<file path="src/rtl/rvstep_pkg.sv">
// Package: shared types, codes and constants of the RV32E-subset step unit.
`timescale 1ns / 1ps
package rvstep_pkg;

   // default memory size in bytes
   localparam int unsigned MEM_BYTES_DEF = 65536;

   // item commands
   localparam logic CMD_LOAD = 1'b0;
   localparam logic CMD_STEP = 1'b1;

   // result status codes
   localparam logic [2:0] ST_OK       = 3'd0;
   localparam logic [2:0] ST_ILLEGAL  = 3'd1;
   localparam logic [2:0] ST_MEMFAULT = 3'd2;
   localparam logic [2:0] ST_GOOD     = 3'd3;
   localparam logic [2:0] ST_BAD      = 3'd4;

   // opcodes
   localparam logic [6:0] OP_IMM    = 7'h13;
   localparam logic [6:0] OP_JALR   = 7'h67;
   localparam logic [6:0] OP_REG    = 7'h33;
   localparam logic [6:0] OP_LUI    = 7'h37;
   localparam logic [6:0] OP_LOAD   = 7'h03;
   localparam logic [6:0] OP_STORE  = 7'h23;
   localparam logic [6:0] OP_SYSTEM = 7'h73;

   // funct3 codes
   localparam logic [2:0] F3_ADD = 3'd0;
   localparam logic [2:0] F3_W   = 3'd2;
   localparam logic [2:0] F3_B   = 3'd0;
   localparam logic [2:0] F3_BU  = 3'd4;

   localparam logic [31:0] EBREAK_WORD = 32'h0010_0073;
   localparam logic [31:0] LUI_MASK    = 32'hFFFF_F000;
   localparam logic [11:0] IMM_MASK    = 12'hFFF;
   localparam logic [3:0]  REG_A0      = 4'd10;

   // frame buffer window: 0x20000000, 256K bytes
   localparam logic [31:0] FB_BASE = 32'h2000_0000;
   localparam logic [13:0] FB_TAG  = FB_BASE[31:18];

   typedef struct packed {
      logic        cmd;
      logic [15:0] load_addr;
      logic [7:0]  load_byte;
   } req_word_type;

   typedef struct packed {
      logic [2:0]  status;
      logic [31:0] next_pc;
      logic        pixel_write;
      logic [15:0] pixel_num;
      logic [31:0] pixel_data;
      logic [3:0]  pixel_byte_enable;
   } rsp_word_type;

   // controller to datapath
   typedef struct packed {
      logic accept;
      logic clear_en;
      logic load_en;
      logic fetch_en;
      logic decode_en;
      logic exec_en;
      logic mem_en;
      logic done_en;
   } ctrl_cmd_type;

   // datapath to controller
   typedef struct packed {
      logic clear_last;
      logic is_load;
      logic pc_ok;
      logic need_mem;
      logic out_busy;
   } dp_stat_type;

   // controller states
   typedef enum logic [7:0] {
      S_CLEAR  = 8'b0000_0001,
      S_IDLE   = 8'b0000_0010,
      S_LOAD   = 8'b0000_0100,
      S_FETCH  = 8'b0000_1000,
      S_DECODE = 8'b0001_0000,
      S_EXEC   = 8'b0010_0000,
      S_MEM    = 8'b0100_0000,
      S_DONE   = 8'b1000_0000
   } state_type;

endpackage

</file>
<file path="src/rtl/rvstep_ctrl.sv">
// Controller: state machine sequencing clear, load and instruction steps.
`timescale 1ns / 1ps
module rvstep_ctrl (
   input  logic                      clock,
   input  logic                      reset,
   input  logic                      req_valid,
   output logic                      req_stall,
   input  rvstep_pkg::dp_stat_type   stat,
   output rvstep_pkg::ctrl_cmd_type  cmd,
   output rvstep_pkg::state_type     state
);
   import rvstep_pkg::*;

   state_type state_ff, state_in;

   // state register
   always_ff @(posedge clock) begin
      if (reset) begin
         state_ff <= S_CLEAR;
      end else begin
         state_ff <= state_in;
      end
   end

   assign state     = state_ff;
   assign req_stall = (state_ff != S_IDLE);

   // next state and commands
   always_comb begin
      state_in = state_ff;
      cmd      = '0;
      unique case (state_ff)
         S_CLEAR: begin
            cmd.clear_en = 1'b1;
            if (stat.clear_last) state_in = S_IDLE;
         end
         S_IDLE: begin
            if (req_valid) begin
               cmd.accept = 1'b1;
               state_in   = S_FETCH;
            end
         end
         S_FETCH: begin
            if (stat.is_load) begin
               state_in = S_LOAD;
            end else begin
               cmd.fetch_en = 1'b1;
               state_in     = stat.pc_ok ? S_DECODE : S_DONE;
            end
         end
         S_LOAD: begin
            cmd.load_en = 1'b1;
            state_in    = S_DONE;
         end
         S_DECODE: begin
            cmd.decode_en = 1'b1;
            state_in      = S_EXEC;
         end
         S_EXEC: begin
            cmd.exec_en = 1'b1;
            state_in    = stat.need_mem ? S_MEM : S_DONE;
         end
         S_MEM: begin
            cmd.mem_en = 1'b1;
            state_in   = S_DONE;
         end
         S_DONE: begin
            if (!stat.out_busy) begin
               cmd.done_en = 1'b1;
               state_in    = S_IDLE;
            end
         end
         default: state_in = S_IDLE;
      endcase
   end

endmodule

</file>
<file path="config.mk">
export PLATFORM = sky130hd
export DESIGN_NAME = rvstep_ctrl
export DESIGN_NICKNAME = d
export VERILOG_FILES = /design/src/rtl/rvstep_pkg.sv /design/src/rtl/rvstep_ctrl.sv
export SDC_FILE = /design/constraint.sdc
export NUM_CORES = 1
export LEC_CHECK = 0
export BUFFER_PORTS_ARGS = -buffer_cell sky130_fd_sc_hd__clkbuf_2
export CORE_MARGIN = 2
export CORE_UTILIZATION = 35
export DETAILED_ROUTE_END_ITERATION = 8
export PLACE_DENSITY = 0.65
export SYNTH_ARGS = -nofsm -noshare
export SYNTH_HDL_FRONTEND = slang
export SYNTH_SLANG_ARGS = --single-unit
</file>
<file path="constraint.sdc">
create_clock -name clock -period 3.7 [get_ports clock]
set_clock_uncertainty 0.05 [all_clocks]
set_input_delay 0.555 -clock clock [delete_from_list [all_inputs] [get_ports clock]]
set_output_delay 0.555 -clock clock [all_outputs]
set_load 0.03 [all_outputs]
</file>
* After elaboration in Yosys (flattened, before gate mapping)
Cells that the tools add are included.
** Operators by class
- Eq/ne operators :: 12
- Muxes and demuxes :: 18
- Reductions and logical operators :: 2
** Operator list (count)
- 8-bit case mux with 7 select lines :: 1
- 8-bit two-way mux :: 6
- 1-bit two-way mux :: 11
- 8-bit by 1-bit == test with 1-bit output (second input constant) :: 1
- 8-bit by 2-bit == test with 1-bit output (second input constant) :: 1
- 8-bit by 3-bit == test with 1-bit output (second input constant) :: 1
- 8-bit by 4-bit == test with 1-bit output (second input constant) :: 1
- 8-bit by 5-bit == test with 1-bit output (second input constant) :: 1
- 8-bit by 6-bit == test with 1-bit output (second input constant) :: 1
- 8-bit by 7-bit == test with 1-bit output (second input constant) :: 1
- 8-bit == test (second input constant) :: 1
- 8-bit by 2-bit inequality test with 1-bit output (second input constant) :: 1
- 2-bit inequality test (second input constant) :: 3
- 3-bit AND reduction :: 1
- 2-bit OR reduction :: 1
** Storage, ports and cells
- Flip-flop bits (word level) :: 8
- Output and inout port bits :: 17

* Longest topological paths before layout
Gate-level depths: netlist of run 1.
- Word-level depth :: 3
- Mapped depth :: 6
- Mapped depth without buffers :: 5

* Least setup slack after synthesis of run 1
No wires, ideal clock.
- Path kind :: reg-to-output
- Start :: register state_ff[1], in the netlist state[1]
- End :: output cmd[7] (netlist bit)
- Arrival :: 1767 ps
- Path slack :: 1328 ps
- Cell stages (with the launch flop) :: 4
- Path buffers :: 0
- Cell sequence :: dfxtp_1 nor2b_1 nand4_1 nor2_1
** RTL lines
- start, declared :: RTL line rvstep_ctrl.sv:14 : state_type state_ff, state_in;
- start signal, assigned :: RTL line rvstep_ctrl.sv:21 : state_ff <= state_in;
- end, declared :: RTL line rvstep_ctrl.sv:9 : output rvstep_pkg::ctrl_cmd_type cmd,

==> reports/results.txt, run 1 <==
first-iteration detailed-routing DRC count: 5
CORE AREA: 0.00130 mm2
max FFs per register: 8
DIE HEIGHT: 41.3 um
Clock Sinks: 8
run status: complete, no violations
Worst Path Required: 3090 ps
I/O Buffers: 24
Clock Tree Root: clkbuf_4
Critical Path End Type: output pin
Slew headroom: 68.9%
Seq/Total Area, Yosys: 32.9%
DRT Pass-1 Iters: 4
Worst-Margin Slew: 463 ps
Synth Warn #: 0
Adder-Cell Fraction of Synth Area: 0%
die width: 41.3 um
min-delay worst type: in2reg
antenna-violating nets left: 0
mux share of post-synthesis cell area: 0%
vias in the first global route: 441
f_max: 459 MHz
Clock transition at path regs: 60 ps
P per Cell Area: 325 mW/mm2
clk buf depth: 2
critical setup path kind: reg2out
Die ar.: 0.00170 mm2
post-route clock period utilization: 58.9%
Syn-to-layout area delta: 32.1%
setup repair after global routing missed its margin: false
setup bufs post-CTS: 0
later-pin clock latency in the skew report: 250 ps
worst slack, placed: 1790 ps
most frequent cells in the layout: clkbuf_2, nor2_1, dfxtp_1, nand2_1, inv_1
Setup crit start kind: flop
commonest non-fill, non-tap cell in the layout: clkbuf_2
Avg Cell Area, Syn: 7.85 um2
Synth Area in Simple Gates: 48.8%
Compound-Gate Fraction of Synth Area: 10.5%
initial antenna violation count: 0
Core Rows: 13
Cells after DPL: 100
min setup slack post-route: 1520 ps
Synth Cell Area: 487 um2
global-route wire length before repair: 1930 um
crit path max fanout: 9
routability cong.: 0.898
H-tree depth: 1
CTS buffer count: 3
Synth Register Bits: 8
VDD IR max: 0.000182 V
setup TNS: 0 ps
nets: 98
combinational family with the most area after synthesis: simple AND/OR/NAND/NOR gates
minimum clock period: 2180 ps
final hold vios: 0
LEAKAGE: 0.306 nW
Final Non-Filler Cells: 103
GRT overflow: 0
# setup viols final: 0
largest net degree at the start of global routing: 10
Unique masters post-synth: 27
# diodes: 0
IO Pins: 25
hold_buf cts: 0
share of layout cells above drive strength 1: 36.4%
max-cap viol count: 0
Core Util, Final: 49.4%
DP HPWL: 1000 um
DR vias: 553
DRC: 0
final wirelength: 1260 um
via/cell ratio: 5.37
Total GRT Usage: 18.2%
post-synthesis instance total: 62
Initial Util: 37.4%
CTS tree: built
Post-Synthesis Net Count: 70
Worst EP arrival: 1570 ps
# resized after CTS: 0
Post-Synth XOR/XNOR Area: 3.60%
Max Slew Vio Count: 0
DR WL/cell: 12.2 um
[critical path, cell delays in order (launching register included)]
cell	delay, ps
dfxtp_1	380
nor4_2	310
nand4b_1	230
nor2_1	180
clkbuf_2	230
[worst paths after layout]
path                          from               endpoint  slack, ps  depth (start not counted)
max          state[1]$_SDFFE_PP0P_                 cmd[4]       1520                          4
min                        stat[2]  state[4]$_SDFFE_PP0P_        460                          3
max reg2reg  state[2]$_SDFFE_PP0P_  state[2]$_SDFFE_PP0P_       2100                          5
min reg2reg  state[0]$_SDFFE_PP1P_  state[0]$_SDFFE_PP1P_        610                          2
[stage by stage]
stage,hold WS [ps],instance area (um2),power (mW)
global route,479,643,0.220
detailed placement,602,621,0.143
floorplan,574,487,0.128
CTS,467,643,0.209
global placement,601,621,0.143
finish,464,643,0.209
[per-layer routing]
layer  global-route usage [%]  share of wire, %  vias up
met5                        0                 0        -
met4                     9.68               2.0        0
met3                     4.79               6.0        4
met2                     25.8                47       22
met1                     24.8                45      250
li1                         -                 -      277
[report_power, final]
group	total, mW	switching (mW)	internal [mW]	leakage, nW
Combinational	0.0468	0.0294	0.0175	0.227
Clock	0.0682	0.0310	0.0372	0.0138
Sequential	0.0942	0.00521	0.0890	0.0652
Total	0.209	0.0656	0.144	0.306
[kinds of logic after synthesis]
family | Yosys count
simple gates | 40
flops | 8
compound gates | 7
buf+inv | 5
xor+xnor | 2
[layout make-up]
class                           count  area, um2
Inverter                            4       15.0
Clock buffer                        3       22.5
Sequential cell                     8        160
Fill cell                         142        658
Timing Repair Buffer               24        120
Multi-Input combinational cell     49        307
Tap cell                           15       18.8
[cells in the mapped netlist, drive strengths merged]
cell type	count	area, um2
and4b	1	10.0
buf	1	5.00
nor2b	2	12.5
nor4	3	25.0
nor3b	2	15.0
o31ai	2	15.0
xnor2	2	17.5
nand4	2	12.5
nor2	12	47.6
dfxtp	8	160
a21oi	2	10.0
a31oi	1	6.26
a2bb2oi	1	15.0
or3	2	17.5
nand2b	1	6.26
and3	1	6.26
nand4b	1	8.76
inv	4	15.0
nor3	4	25.0
nor4b	3	26.3
nand2	4	15.0
nand3	2	10.0
o21ai	1	5.00
Power figures use the tool's default switching activity.
==> run 2, diff against run 1 <==
--- a/config.mk
+++ b/config.mk
@@ -9,7 +9,7 @@
 export CORE_MARGIN = 2
 export CORE_UTILIZATION = 35
 export DETAILED_ROUTE_END_ITERATION = 8
-export PLACE_DENSITY = 0.65
+export PLACE_DENSITY = 0.68
 export SYNTH_ARGS = -nofsm -noshare
 export SYNTH_HDL_FRONTEND = slang
 export SYNTH_SLANG_ARGS = --single-unit
==> constraint.sdc (replaced) <==
create_clock -name clock -period 1.9 [get_ports clock]
set_clock_uncertainty 0.05 [all_clocks]
set_input_delay 0.285 -clock clock [delete_from_list [all_inputs] [get_ports clock]]
set_output_delay 0.285 -clock clock [all_outputs]
set_load 0.03 [all_outputs]
==> run 2 against run 1 <==
Effect of this change:
- design area grew 7.2%
- routed wire length increased by 4.1%
- sequential share of layout area is 1.1 points lower
- highest routed layer unchanged
- first-iteration DRC count rose by 40%
- critical path type unchanged
==> reports/results.txt, run 2 (synthesis results as in run 1) <==
share of layout cells above drive strength 1: 44.9%
Initial Util: 37.4%
Worst EP arrival: 1480 ps
CORE AREA: 0.00130 mm2
final hold vios: 0
flop2flop setup slack: 340 ps
setup TNS: 0 ps
post-route clock period utilization: 95.8%
Worst Path Required: 1560 ps
DIE HEIGHT: 41.3 um
Core Util, Final: 53.0%
Clock transition at path regs: 50 ps
VDD IR max: 0.000275 V
r2r startpoint: state[0]$_SDFFE_PP1P_
routability cong.: 0.910
Clock Tree Root: clkbuf_4
first-iteration detailed-routing DRC count: 7
final wirelength: 1310 um
Core Rows: 13
Syn-to-layout area delta: 41.6%
Die ar.: 0.00170 mm2
minimum clock period: 1820 ps
global-route wire length before repair: 1960 um
CTS tree: built
H-tree depth: 1
Reg-to-Reg End: state[7]$_SDFFE_PP0P_
initial antenna violation count: 0
run status: complete, no violations
Total GRT Usage: 18.1%
crit path max fanout: 7
hold path start: reset
die width: 41.3 um
DR vias: 577
vias in the first global route: 499
LEAKAGE: 0.317 nW
# setup viols final: 0
I/O Buffers: 24
hold endpoint: state[7]$_SDFFE_PP0P_
Final Non-Filler Cells: 104
via/cell ratio: 5.55
Slew headroom: 72.5%
nets: 99
DRT Pass-1 Iters: 4
later-pin clock latency in the skew report: 260 ps
min-delay worst type: in2reg
commonest non-fill, non-tap cell in the layout: clkbuf_2
P per Cell Area: 599 mW/mm2
max FFs per register: 8
Worst-Margin Slew: 409 ps
Hold Path Depth: 2
DRC: 0
critical setup path kind: reg2out
Critical Path End Type: output pin
most frequent cells in the layout: clkbuf_2, nor2_1, dfxtp_1
Max Slew Vio Count: 0
DP HPWL: 1000 um
worst reg-to-reg path cell count: 5
hold_buf cts: 0
largest net degree at the start of global routing: 10
f_max: 550 MHz
CTS buffer count: 3
antenna-violating nets left: 0
clk buf depth: 2
DR WL/cell: 12.6 um
Clock Sinks: 8
GRT overflow: 0
IO Pins: 25
Final Power: 0.413 mW
# diodes: 0
Setup crit start kind: flop
Cells after DPL: 100
max-cap viol count: 0
-- run 2: cell types whose count changed in the layout (fill, tap and decap cells not counted), sizes merged --
cell	previous run	this run
buf	0	2
clkbuf	27	26
-- run 2: worst max path at each step --
stage / start / endpoint / slack [ps] / cells past startpoint
after floorplan: state[1]$_SDFFE_PP0P_ / cmd[7] / -90 / 3
after global placement: state[1]$_SDFFE_PP0P_ / cmd[4] / 290 / 4
after detailed placement: state[0]$_SDFFE_PP1P_ / cmd[4] / 240 / 4
after CTS: state[0]$_SDFFE_PP1P_ / cmd[1] / 8 / 4
after global routing: state[0]$_SDFFE_PP1P_ / cmd[4] / -2 / 4
final: state[7]$_SDFFE_PP0P_ / cmd[3] / 80 / 3
-- run 2: report_power, final --
group          switching, mW  total, mW  internal (mW)  leakage [nW]
Combinational         0.0580     0.0950         0.0371         0.238
Sequential            0.0129      0.187          0.175        0.0658
Clock                 0.0581      0.130         0.0723        0.0138
-- run 2: layout make-up --
type,instances,area [um2]
clock buffer,3,22.5
sequential,8,164
tap,15,18.8
multi-input combinational,49,337
inverter,4,15.0
fill,133,612
timing repair buffer,25,133
-- run 2: metrics by stage --
stage,instance area (um2),worst slack [ps],hold slack (ps)
4_1_cts,667,8.43,192
3_3_place_gp,634,286,453
5_1_grt,689,-1.90,199
3_5_place_dp,634,239,454
2_1_floorplan,500,-88.4,304
6_report,689,80.6,192
-- run 2: worst max-delay path, stage by stage (launching register included) --
cell and delay, ps:
dfxtp_1 370, nor4_1 370, and4b_1 280, clkbuf_2 220
-- run 2: what timing repair did --
item | CTS | global route
cloned | 0 | 0
hold endpoints to repair | 0 | 0
setup endpoints to repair | 2 | 4
resized for setup | 1 | 9
pin swaps | 1 | 1
setup buffers | 1 | 0
-- run 2: routing by layer --
layer	share of wire, %	vias to the layer above	GRT usage [%]
met5	0	-	0
met4	1.8	0	12.1
met3	8.4	4	6.91
met2	48	34	26.6
met1	42	260	21.8
li1	-	279	-
==> run 3, diff against run 2 <==
--- a/config.mk
+++ b/config.mk
@@ -5,11 +5,13 @@
 export SDC_FILE = /design/constraint.sdc
 export NUM_CORES = 1
 export LEC_CHECK = 0
+export ABC_AREA = 1
 export BUFFER_PORTS_ARGS = -buffer_cell sky130_fd_sc_hd__clkbuf_2
 export CORE_MARGIN = 2
 export CORE_UTILIZATION = 35
 export DETAILED_ROUTE_END_ITERATION = 8
-export PLACE_DENSITY = 0.68
+export PLACE_DENSITY = 0.66
+export RECOVER_POWER = 25
 export SYNTH_ARGS = -nofsm -noshare
 export SYNTH_HDL_FRONTEND = slang
 export SYNTH_SLANG_ARGS = --single-unit
==> run 3 against run 2 <==
Effect of this change:
- core utilization fell by 4.6 points
- via count grew 4.7%
- cell count up 20%
- design area is 5.6% higher
- critical path depth increased by 1
- sequential cell count did not move
- power up 0.11%
- worst hold slack improved by 8.6 ps
- sequential share of layout area down 1.8 points
- combinational power is 6% higher
- die area rose by 15%
==> reports/results.txt, run 3 <==
run status: complete, no violations
via/cell ratio: 4.83
CTS buffer count: 3
GRT overflow: 0
post-synthesis instance total: 82
Synth Warn #: 0
most frequent cells in the layout: clkbuf_2, inv_1, nand2_1, nor2_1
Synth area leaders: dfxtp_1, nor2_4, inv_1, nand2_1, nor2_1
DR WL/cell: 10.3 um
share of layout cells above drive strength 1: 44.0%
r2r startpoint: state[2]$_SDFFE_PP0P_
Core Rows: 14
later-pin clock latency in the skew report: 260 ps
top cell type's share of synthesized area: 28.2%
critical setup path kind: reg2out
CP Launch Point: state[7]$_SDFFE_PP0P_
Avg Cell Area, Syn: 6.93 um2
I/O Buffers: 24
Seq/Total Area, Yosys: 28.2%
DP HPWL: 1090 um
Setup crit start kind: flop
f_max: 586 MHz
# diodes: 0
CORE AREA: 0.00151 mm2
post-route clock period utilization: 89.8%
setup bufs post-CTS: 0
Initial Util: 37.7%
H-tree depth: 1
cell with the most instances after synthesis: inv_1
Slew headroom: 75.8%
Unique masters post-synth: 17
VDD IR max: 0.000317 V
max-cap viol count: 0
commonest cells in the netlist: inv_1, nand2_1, nor2_1
Reg-to-Reg End: state[1]$_SDFFE_PP0P_
Total GRT Usage: 15.2%
Main synth FF type: dfxtp_1
Clock transition at path regs: 50 ps
Syn-to-layout area delta: 28.2%
nets: 119
Crit-path slowest cell: dfxtp_1
Critical Path End Type: output pin
min-delay worst type: in2reg
vias in the first global route: 526
DR vias: 604
Synth async-reset ratio: 0%
Clock Sinks: 8
Synth Register Bits: 8
first-iteration detailed-routing DRC count: 16
Worst-Margin Slew: 364 ps
flop2flop setup slack: 610 ps
# setup viols final: 0
routability cong.: 0.834
Clock Tree Root: clkbuf_4
Worst EP arrival: 1370 ps
LEAKAGE: 0.377 nW
DIE HEIGHT: 44.3 um
crit path max fanout: 6
antenna-violating nets left: 0
P per Cell Area: 568 mW/mm2
Synth Cell Area: 568 um2
max FFs per register: 8
hold_buf cts: 0
global-route wire length before repair: 2120 um
CTS tree: built
hold path start: stat[2]
minimum clock period: 1710 ps
setup TNS: 0 ps
die width: 44.3 um
final hold vios: 0
Max Slew Vio Count: 0
hold_ws: 200 ps
initial antenna violation count: 0
Max stage delay on crit path: 350 ps
setup repair after global routing missed its margin: false
Post-Synthesis Net Count: 90
worst reg-to-reg path cell count: 7
DRT Pass-1 Iters: 4
commonest non-fill, non-tap cell in the layout: clkbuf_2
IO Pins: 25
final wirelength: 1290 um
Synth area leader: dfxtp_1
Worst Path Required: 1560 ps
worst path bufs/invs: 1
crit path cell chain: nor2_4, nand2_4, nor3_1, clkbuf_2
clk buf depth: 2
Die ar.: 0.00196 mm2
Post-synth EDFFs: 0
Hold Path Depth: 3
largest net degree at the start of global routing: 7
hold endpoint: state[4]$_SDFFE_PP0P_
# resized after CTS: 0
DRC: 0
critical path's top delay family: simple AND/OR/NAND/NOR gates
==> run 3: cell types whose count changed after synthesis, sizes merged, moves of 3 or more <==
cell and delta:
inv +12, nand2 +12, nor2 +11, nand3 +8
nor4b -3
==> run 3: worst max-delay path by stage <==
stage	cells past startpoint	to	slack (ps)
after floorplan	4	cmd[7]	10
after global placement	4	cmd[7]	520
after detailed placement	4	cmd[7]	470
after CTS	4	cmd[7]	190
after global routing	4	cmd[4]	60
final	4	cmd[4]	190
==> run 3: cell type report <==
class                   count  area, um2
clock buffers               3       22.5
fillers                   167        778
inverters                  16       60.1
multi-input cells          58        347
flip-flops and latches      8        160
well taps                  16       20.0
repair buffers             24        119
==> run 3: power by group <==
group | switching [mW] | internal (mW) | total [mW]
Sequential | 0.00772 | 0.174 | 0.181
Combinational | 0.0699 | 0.0313 | 0.101
Clock | 0.0585 | 0.0723 | 0.131
Total | 0.136 | 0.277 | 0.413
==> run 3: metrics by stage <==
| stage | setup slack [ps] | area (um2) | utilization (%) | power (mW) | std cells |
|---|---|---|---|---|---|
| after global placement | 515 | 717 | 47.6 | 0.287 | 122 |
| after detailed placement | 472 | 717 | 47.6 | 0.288 | 122 |
| after CTS | 193 | 739 | 49.1 | 0.415 | 125 |
| after global routing | 56.2 | 728 | 48.3 | 0.432 | 125 |
| after floorplan | 12.1 | 577 | - | 0.258 | 82 |
| final | 193 | 728 | 48.3 | 0.413 | 125 |
==> run 3: cell families after synthesis <==
kind of cell           after synthesis  share of synthesized area (%)
AO/OA/AOI/OAI                        1                           1.54
flip-flops                           8                           28.2
buffers and inverters               16                           10.6
AND/OR/NAND/NOR                     57                           59.7
==> run 3: layer usage <==
metal	up-vias	routed length, um	global-route usage [%]
met4	0	53	12.7
met5	-	0	0
li1	317	-	-
met2	24	588	23.5
met3	5	85	1.63
met1	258	558	18.6
==> run 3: tightest hold or removal path, cell delays in order <==
cell	delay, ps
clkbuf_2	90
nand2_1	60
nor2_1	30
